--- src/rtl/sze_pkg.sv ---
// ----------------------------------------------------------------------------
// sze_pkg: shared types and constants for the sphere zone entry detector
// Field widths, register reset values, register indexes, request modes and
// the table control bundle.
// ----------------------------------------------------------------------------
package sze_pkg;

    // defaults for the top level parameters
    localparam int MAX_ZONES_DEF  = 64;
    localparam int COORD_BITS_DEF = 24;

    // fixed field widths
    localparam int RADIUS_BITS = 24;  // loaded radius, signed
    localparam int RU_W        = 23;  // kept radius, never negative
    localparam int RSQ_W       = 46;  // squared radius, 16 fraction bits
    localparam int MAG_W       = 25;  // clamped axis distance, up to 2^24
    localparam int SQ_W        = 2 * MAG_W;
    localparam int ACC_W       = 50;  // sum of three axis squares < 2^50
    localparam int COOL_W      = 8;
    localparam int DEFR_W      = 21;
    localparam int MAXR_W      = 23;
    localparam int CFG_W       = 23;
    localparam int CFG_IDX_W   = 2;
    localparam int ZI_W        = 6;

    localparam logic [MAG_W-1:0] AXIS_CLAMP = MAG_W'(1) << 24;

    // register reset values
    localparam logic [COOL_W-1:0] COOLDOWN_RST   = COOL_W'(60);
    localparam logic [DEFR_W-1:0] DEF_RADIUS_RST = DEFR_W'(12800);
    localparam logic [MAXR_W-1:0] MAX_RADIUS_RST = MAXR_W'(1280000);

    // register indexes on the write port
    typedef enum logic [CFG_IDX_W-1:0] {
        CFG_COOLDOWN   = 2'd0,
        CFG_DEF_RADIUS = 2'd1,
        CFG_MAX_RADIUS = 2'd2
    } sze_cfg_idx_t;

    // request modes; the spare code does nothing
    typedef enum logic [1:0] {
        MODE_CLEAR = 2'd0,
        MODE_LOAD  = 2'd1,
        MODE_TICK  = 2'd2,
        MODE_SPARE = 2'd3
    } sze_mode_t;

    // table access controls
    typedef struct packed {
        logic rd_en;   // registered read of both words
        logic geo_we;  // write center and squared radius
        logic dyn_we;  // write inside flag and cooldown
    } sze_tbl_ctl_t;

endpackage

--- src/rtl/sze_sq_unit.sv ---
// ----------------------------------------------------------------------------
// sze_sq_unit: shared squared-distance unit
// Two stages: clamped |a - b| into a register, then its square.
// ----------------------------------------------------------------------------
module sze_sq_unit #(
    parameter int OP_W = 25
) (
    input  logic                          clk,
    input  logic                          rst_n,
    input  logic                          in_valid,
    input  logic signed [OP_W-1:0]        op_a,
    input  logic signed [OP_W-1:0]        op_b,
    output logic                          out_valid,
    output logic [sze_pkg::SQ_W-1:0]      sq
);

    localparam int DW = OP_W + 1;

    logic signed [DW-1:0]          diff;
    logic [DW-1:0]                 diff_u;
    logic [DW-1:0]                 mag;
    logic [sze_pkg::MAG_W-1:0]     mag_next;
    logic [sze_pkg::MAG_W-1:0]     mag_reg;
    logic [sze_pkg::SQ_W-1:0]      sq_next;
    logic [sze_pkg::SQ_W-1:0]      sq_reg;
    logic                          v1_reg;
    logic                          v2_reg;

    assign diff   = DW'(op_a) - DW'(op_b);
    assign diff_u = diff;
    assign mag    = diff_u[DW-1] ? (~diff_u + DW'(1)) : diff_u;

    // saturate far distances at 2^24
    assign mag_next = (mag > DW'(sze_pkg::AXIS_CLAMP)) ? sze_pkg::AXIS_CLAMP
                                                       : mag[sze_pkg::MAG_W-1:0];
    assign sq_next  = sze_pkg::SQ_W'(mag_reg) * sze_pkg::SQ_W'(mag_reg);

    always_ff @(posedge clk or negedge rst_n)
    begin
        if (!rst_n)
        begin
            v1_reg <= 1'b0;
            v2_reg <= 1'b0;
        end
        else
        begin
            v1_reg <= in_valid;
            v2_reg <= v1_reg;
        end
    end

    always_ff @(posedge clk)
    begin
        mag_reg <= mag_next;
        sq_reg  <= sq_next;
    end

    assign out_valid = v2_reg;
    assign sq        = sq_reg;

endmodule

--- config.mk ---
export PLATFORM = sky130hd
export DESIGN_NAME = sze_sq_unit
export DESIGN_NICKNAME = d
export VERILOG_FILES = /design/src/rtl/sze_pkg.sv /design/src/rtl/sze_sq_unit.sv
export SDC_FILE = /design/constraint.sdc
export NUM_CORES = 1
export LEC_CHECK = 0
export BUFFER_PORTS_ARGS = -buffer_cell sky130_fd_sc_hd__buf_4
export CORE_MARGIN = 5
export CORE_UTILIZATION = 25
export CTS_BUF_LIST = sky130_fd_sc_hd__clkbuf_4 sky130_fd_sc_hd__clkbuf_8 sky130_fd_sc_hd__clkbuf_16
export DETAILED_ROUTE_END_ITERATION = 12
export GPL_ROUTABILITY_DRIVEN = 0
export PLACE_DENSITY_LB_ADDON = 0.1
export SLEW_MARGIN = 20
export SYNTH_ARGS = -nofsm -noshare
export SYNTH_HDL_FRONTEND = slang
export SYNTH_SLANG_ARGS = --single-unit
export TNS_END_PERCENT = 30
--- constraint.sdc ---
create_clock -name clk -period 10.5 [get_ports clk]
set_input_delay 0 -clock clk [delete_from_list [all_inputs] [get_ports clk]]
set_output_delay 0 -clock clk [all_outputs]
set_load 0.05 [all_outputs]
==> results.cfg, run 1 <==
[run_status]
status = finished, final reports clean

[global_route]
grt_pass1_wl_um = 104000
gr-total-overflow = 0
grt_max_degree = 27
antenna_found_initial = 4
first_global_vias = 18200
grtUsageTotal = 0.148

[final_layout]
syn_to_final_growth_pct = 11.9
largest_reg_flops = 49
fin_nets = 3216
num-fill-cells = 9288
final_cell_mix = inv_1 (701), fa_1 (468), ha_1 (213), nand2_1 (192), buf_4 (133)
multi_input_comb_area_um2 = 17100
ff_latch_area_um2 = 1530
drive_above_1_share = 0.0668
final_common_cell = inv_1

[sta]
setup_violations = 0
hold_viol = 0
fin_skew_ns = 0.0158
fin_tns_setup_ns = 0
fin_crit_sh = 0.884
rsz0062_at_grt = no
fmax_mhz = 108
max_slew_margin = 0.357
drv_slew = 0
tightest_slew_ns = 0.963
layout_min_cycle_time_ns = 9.28

[synthesis]
synth_area_um2 = 21500
avgSynthCellArea_um2 = 8.98
synth_xor_area_frac = 0.0378
synth_edf_count = 0
synth_seq_cells = 76
yosys.area_share.simple = 0.123
synthFlopType = dfxtp_1
synthArstFlopShare = 0.0263
synth_compound_area_frac = 0.0731
netlist_instances = 2400
synth_fa_ha_area_frac = 0.559
yosysUniqueCellTypes = 69
syn-num-nets = 3134
synth_top_family_by_area = adder cells
yosysWarnings = 0
ys_seq_area_frac = 0.0711
synth_mux_area_frac = 0.00145

[worst_hold_path]
min_to = mag_reg[0]
hold_start = op_a[0]
hold_depth = 4
hold_path_class = primary input to flop

[drt]
ant_nets = 0
drtPass1Iterations = 5
wirelength_um = 64500
via_per_inst = 4.23
wl_per_cell_um = 17.8
drc = 0
dr_total_vias = 15300
drt_iter0_drc = 583

[cts]
cts_setup_buffers = 0
cts_root_buffer = clkbuf_16
clkTransAtPathRegs_ns = 0.07
clock_sink_count = 76
cts_tree = yes
ctsResizeCount = 0
clock_path_buffers = 2
numCtsBuffers = 9
htreeDepth = 3
clock_latency_ns = 0.40

[floorplanning]
rows = 107
placeableCoreArea_um2 = 85400
chipWidth_um = 304
dieArea_um2 = 92200
die_y_um = 304
start_util = 0.252
ios = 104

[critical_path]
timing.rr.start = mag_reg[22]
cp_max_fo = 13
reg2reg_to = sq[47]
required_ns = 10.82
worstRegToRegCells = 27
cp-start-kind = flop
reg2reg_slack_ns = 1.22
crit_arrival_ns = 9.60
crit_type = flop to flop
endpoint_kind = flop

[run]
drv_cap = 0

[placed_design]
portBuffers = 102
dp_hpwl_um = 56300
==> cell families (layout without fill, tap and decap cells) <==
kind of cell / Yosys count / after routing
xor+xnor: 93 / 93
flops: 76 / 76
simple gates: 538 / 538
compound gates: 241 / 241
buf+inv: 767 / 853
fa+ha+maj: 681 / 681
mux: 3 / 3
other cells: 1 / 2
==> through the flow <==
step / hold slack [ns] / area, um2 / cells / utilization / setup WS (ns)
global placement: -0.217 / 23700 / 3611 / 0.278 / 1.10
CTS: 0.0673 / 24100 / 3630 / 0.282 / 1.08
finish: 0.0817 / 24100 / 3631 / 0.282 / 1.22
detailed placement: -0.217 / 23700 / 3611 / 0.278 / 1.10
global route: 0.0882 / 24100 / 3630 / 0.282 / 0.792
floorplan: -0.296 / 21500 / 2400 / - / 3.30
==> critical path, cell delays in order, from the launching register on <==
cell	delay [ns]
dfxtp_1	0.82
buf_4	0.31
nand2_1	0.17
fa_1	0.60
inv_1	0.06
fa_1	0.50
inv_1	0.05
fa_1	0.45
fa_1	0.51
inv_1	0.05
fa_1	0.48
fa_1	0.49
inv_1	0.05
fa_1	0.47
inv_1	0.04
ha_1	0.37
nand2_1	0.19
nor3_1	0.50
nand3_1	0.36
nor3b_1	0.55
or3_1	0.20
a221oi_1	0.15
buf_4	0.24
a211o_1	0.31
a311oi_1	0.63
nand2_1	0.19
a211oi_1	0.27
xor2_1	0.17
==> layout make-up <==
| cell class | count | area share |
|---|---|---|
| diodes | 1 | 0.000104 |
| inverters | 701 | 0.109 |
| clock inverters | 6 | 0.00571 |
| repair buffers | 137 | 0.0431 |
| well taps | 1144 | 0.0594 |
| clock buffers | 9 | 0.00934 |
| flip-flops and latches | 76 | 0.0635 |
| multi-input cells | 1557 | 0.710 |
==> worst max-delay path by stage <==
stage	startpoint	end	slack, ns
detailed placement	mag_reg[22]	sq[47]	1.10
floorplan	mag_reg[18]	sq[41]	3.30
finish	mag_reg[22]	sq[47]	1.22
global placement	mag_reg[22]	sq[49]	1.10
CTS	mag_reg[22]	sq[47]	1.08
global route	mag_reg[22]	sq[49]	0.79
==> what timing repair did <==
action	CTS	global route
endpoints found under the setup margin	0	0
hold buffers	4	0
hold endpoints to repair	4	0
==> cell usage after synthesis, types with 34 or more instances <==
library cell | instances | area (um2)
ha_1 | 213 | 2670
a21oi_1 | 83 | 415
xor2_1 | 34 | 298
a21o_1 | 41 | 308
and2_1 | 129 | 807
fa_1 | 468 | 9370
nor2_1 | 109 | 409
xnor2_1 | 59 | 517
inv_1 | 701 | 2630
clkbuf_1 | 55 | 206
nand2_1 | 192 | 721
dfxtp_1 | 74 | 1480
==> per-layer routing <==
metal	GRT usage	routed length, um	up-vias	part of all wire
li1	-	-	7294	-
met1	0.180	27200	7835	0.42
met2	0.285	35100	171	0.54
met3	0.0133	1260	42	0.019
met4	0.0310	1070	0	0.017
met5	0	0	-	0
Power of run 1 is not shown: default switching activity piles up to over one toggle a cycle in this logic, so the estimate is an artifact.
==> inputs of run 2 (changes only) <==
--- a/config.mk
+++ b/config.mk
@@ -11,6 +11,7 @@
 export CTS_BUF_LIST = sky130_fd_sc_hd__clkbuf_4 sky130_fd_sc_hd__clkbuf_8 sky130_fd_sc_hd__clkbuf_16
 export DETAILED_ROUTE_END_ITERATION = 12
 export GPL_ROUTABILITY_DRIVEN = 0
+export MAX_ROUTING_LAYER = met4
 export PLACE_DENSITY_LB_ADDON = 0.1
 export SLEW_MARGIN = 20
 export SYNTH_ARGS = -nofsm -noshare
==> run 2 against run 1 <==
Net effect: global-route usage up 0.43 points; non-clock buffer count did not move; cell area is the same; sequential cell count did not move; first-iteration DRC count up 3.3%; sequential share of layout area unchanged; critical endpoint unchanged; largest cell class unchanged.
==> results.cfg, run 2 (same netlist as run 1, synthesis figures left out) <==
[cts]
htreeDepth = 3
ctsResizeCount = 0
hold_buffers = 4
cts_tree = yes
clock_path_buffers = 2
cts_root_buffer = clkbuf_16
clkTransAtPathRegs_ns = 0.07
clock_latency_ns = 0.40
clock_sink_count = 76
numCtsBuffers = 9
cts_setup_buffers = 0

[global_route]
grt_max_degree = 27
first_global_vias = 18200
gr-total-overflow = 0
grt_pass1_wl_um = 104000
met1_usage = 0.180
met2_usage = 0.285
grt_util_met3 = 0.0126
grtUsageTotal = 0.153
antenna_found_initial = 4
busiest_layer = met2

[sta]
tightest_slew_ns = 0.966
layout_setup_ws_ns = 1.30
drv_slew = 0
max_slew_margin = 0.355
rsz0062_at_grt = no
setup_violations = 0
layout_min_cycle_time_ns = 9.20
fin_crit_sh = 0.876
hold_viol = 0
fmax_mhz = 109
fin_tns_setup_ns = 0
fin_skew_ns = 0.0165

[placed_design]
dp.cells = 3611
portBuffers = 102
dp_hpwl_um = 56300
dp_slack_ns = 1.10

[critical_path]
crit_top_cell = fa_1
worst_path_max_delay_cell = dfxtp_1
critPathTopFamily = adder cells
crit_type = flop to flop
cp_slowest_stage_delay_ns = 0.83
cp-start-kind = flop
endpoint_kind = flop
reg2reg_slack_ns = 1.30
required_ns = 10.82
reg2reg_to = sq[47]
worstRegToRegCells = 27
cp_max_fo = 13
crit_arrival_ns = 9.52
timing.rr.start = mag_reg[22]
path_buf_inv = 7
crit_cells = 27

[final_layout]
syn_to_final_growth_pct = 11.9
fin_nets = 3216
drive_above_1_share = 0.0668
final_cell_mix = inv_1 (701), fa_1 (468), ha_1 (213), nand2_1 (192), buf_4 (133)
largest_reg_flops = 49
stdcell_count = 3631
final_common_cell = inv_1
num-fill-cells = 9288

[drt]
drc = 0
drtPass1Iterations = 5
dr_total_vias = 15300
wl_per_cell_um = 17.8
ant_nets = 0
via_per_inst = 4.22
wirelength_um = 64500
drt_iter0_drc = 602

[worst_hold_path]
hold_path_class = primary input to flop
hold_depth = 4
min_to = mag_reg[0]
hold_start = op_a[0]

[run_status]
status = finished, final reports clean

[floorplanning]
rows = 107
dieArea_um2 = 92200
start_util = 0.252
ios = 104
placeableCoreArea_um2 = 85400
chipWidth_um = 304
die_y_um = 304

[run]
drv_cap = 0
-- run 2: worst max-delay path by stage --
| stage | endpoint | startpoint |
|---|---|---|
| floorplan | sq[41] | mag_reg[18] |
| global placement | sq[49] | mag_reg[22] |
| detailed placement | sq[47] | mag_reg[22] |
| CTS | sq[47] | mag_reg[22] |
| global route | sq[49] | mag_reg[22] |
| finish | sq[47] | mag_reg[22] |
-- run 2: worst register-to-register path, stage by stage (launching register included) --
cell      delay (ns)
dfxtp_1         0.83
buf_4           0.32
nand2_1         0.17
fa_1            0.60
inv_1           0.06
fa_1            0.50
inv_1           0.05
fa_1            0.45
fa_1            0.51
inv_1           0.05
fa_1            0.48
fa_1            0.49
inv_1           0.05
fa_1            0.47
inv_1           0.04
ha_1            0.37
nand2_1         0.19
nor3_1          0.48
nand3_1         0.34
nor3b_1         0.52
or3_1           0.20
a221oi_1        0.14
buf_4           0.23
a211o_1         0.31
a311oi_1        0.63
nand2_1         0.19
a211oi_1        0.27
xor2_1          0.17
-- run 2: area by class of cell --
class | instances | area [um2] | share of cell area
multi-input combinational | 1557 | 17100 | 0.710
inverter | 701 | 2630 | 0.109
clock buffer | 9 | 225 | 0.00934
clock inverter | 6 | 138 | 0.00571
timing repair buffer | 137 | 1040 | 0.0431
sequential | 76 | 1530 | 0.0635
antenna | 1 | 2.50 | 0.000104
tap | 1144 | 1430 | 0.0594
-- run 2: metal layers --
layer  wire [um]  up-vias
li1            -     7298
met2       35100      174
met5           0        -
met1       27200     7820
met3        1160       40
met4        1060        0
-- run 2: stage by stage --
step                      hold slack (ns)   util  area, um2
after floorplan                    -0.296      -      21500
after global placement             -0.217  0.278      23700
after detailed placement           -0.217  0.278      23700
after CTS                          0.0673  0.282      24100
after global routing               0.0878  0.282      24100
final                              0.0810  0.282      24100
Power of run 2 is left out for the same reason.
==> inputs of run 3 (changes only) <==
--- a/config.mk
+++ b/config.mk
@@ -6,7 +6,7 @@
 export NUM_CORES = 1
 export LEC_CHECK = 0
 export BUFFER_PORTS_ARGS = -buffer_cell sky130_fd_sc_hd__buf_4
-export CORE_MARGIN = 5
+export CORE_MARGIN = 2
 export CORE_UTILIZATION = 25
 export CTS_BUF_LIST = sky130_fd_sc_hd__clkbuf_4 sky130_fd_sc_hd__clkbuf_8 sky130_fd_sc_hd__clkbuf_16
 export DETAILED_ROUTE_END_ITERATION = 12
==> constraint.sdc (replaced) <==
create_clock -name clk -period 10.5 [get_ports clk]
set_input_delay 2.1 -clock clk [delete_from_list [all_inputs] [get_ports clk]]
set_output_delay 2.1 -clock clk [all_outputs]
set_load 0.05 [all_outputs]
==> run 3 against run 2 <==
Net effect: setup slack gained 0.21 ns; sequential cell count did not move; non-clock buffer count is 10 lower; hold slack gained 0.29 ns; critical endpoint is now sq[49]; largest cell class unchanged.
==> results.cfg, run 3 (same netlist as run 1, synthesis figures left out) <==
[drt]
wl_per_cell_um = 17.4
drtPass1Iterations = 6
dr_total_vias = 15200
wirelength_um = 63000
via_per_inst = 4.18
drc = 0
drt_iter0_drc = 623
ant_nets = 0

[final_layout]
n_antenna_cell = 0
final_cell_mix = inv_1 (701), fa_1 (468), ha_1 (213), nand2_1 (192), and2_1 (129)
largest_reg_flops = 49
syn_to_final_growth_pct = 11.2
drive_above_1_share = 0.0658
fin_area_um2 = 24000
final_common_cell = inv_1
utilization = 0.281
fin_nets = 3206

[sta]
fin_tns_setup_ns = 0
setup_violations = 0
max_slew_margin = 0.269
fin_skew_ns = 0.0232
fin_crit_sh = 0.855
rsz0062_at_grt = no
fmax_mhz = 111
hold_viol = 0
tightest_slew_ns = 1.09
hold_slack_ns = 0.367
drv_slew = 0
layout_min_cycle_time_ns = 8.98

[global_route]
first_global_vias = 17700
antenna_found_initial = 0
grtUsageTotal = 0.154
grt_max_degree = 29
gr-total-overflow = 0
grt_pass1_wl_um = 102000

[cts]
hold_buffers = 0
cts_root_buffer = clkbuf_16
cts_tree = yes
cts_setup_buffers = 0
clock_latency_ns = 0.41
ctsResizeCount = 0
clock_sink_count = 76
htreeDepth = 3
clock_path_buffers = 2
numCtsBuffers = 9
clkTransAtPathRegs_ns = 0.09

[critical_path]
cp-start-kind = flop
required_ns = 10.79
crit_type = flop to flop
endpoint_kind = flop
crit_arrival_ns = 9.27
cp_max_fo = 21

[floorplanning]
die_y_um = 298
start_util = 0.253
rows = 107
placeableCoreArea_um2 = 85300
dieArea_um2 = 88500
ios = 104
chipWidth_um = 298

[run_status]
status = finished, final reports clean

[placed_design]
dp_hpwl_um = 53600
portBuffers = 102
placed_area_um2 = 23700

[run]
drv_cap = 0

[worst_hold_path]
hold_path_class = flop to flop
==> run 3: per-stage QoR <==
step	setup slack [ns]	instances
after floorplan	3.30	2400
after global placement	1.45	3605
after detailed placement	1.42	3605
after CTS	1.39	3621
after global routing	0.907	3621
final	1.52	3621
==> run 3: area by class of cell <==
cell class	instances	area, um2
multi-input combinational	1557	17100
tap	1144	1430
inverter	701	2630
sequential	76	1530
timing repair buffer	127	953
fill	9228	61300
clock buffer	10	239
clock inverter	6	53.8
==> run 3: layer usage <==
metal | vias up | share of wire | global-route usage
met5 | - | 0 | -
li1 | 7270 | - | -
met4 | 0 | 0.018 | 0.0334
met1 | 7672 | 0.47 | 0.200
met3 | 36 | 0.026 | 0.0194
met2 | 174 | 0.48 | 0.257
==> run 3: worst paths after layout <==
| path | start | to | slack [ns] | depth (start not counted) |
|---|---|---|---|---|
| hold reg to reg | v1_reg | out_valid | 0.37 | 0 |
| setup / recovery | mag_reg[20] | sq[49] | 1.52 | 26 |
| min in group asynchronous | rst_n | v1_reg | 1.47 | 1 |
| hold / removal | v1_reg | out_valid | 0.37 | 0 |
| max in group asynchronous | rst_n | out_valid | 8.95 | 1 |
| setup reg to reg | mag_reg[20] | sq[49] | 1.52 | 26 |
==> run 3: worst max-delay path, cell delays in order, from the launching register on <==
cell and delay (ns):
dfxtp_1 1.00, inv_1 0.36, nor2_1 0.40, fa_1 0.26, inv_1 0.06, fa_1 0.50, fa_1 0.54, fa_1 0.54
inv_1 0.06, fa_1 0.49, fa_1 0.49, inv_1 0.05, fa_1 0.47, inv_1 0.04, ha_1 0.36, nand3_1 0.11
nor3_1 0.33, nand3_1 0.25, nor3b_1 0.48, or3_1 0.20, a221oi_1 0.12, buf_4 0.23, a211o_1 0.29, a311oi_1 0.62
nand2_1 0.17, a211oi_1 0.30, xnor2_1 0.11
Power of run 3 is left out for the same reason.
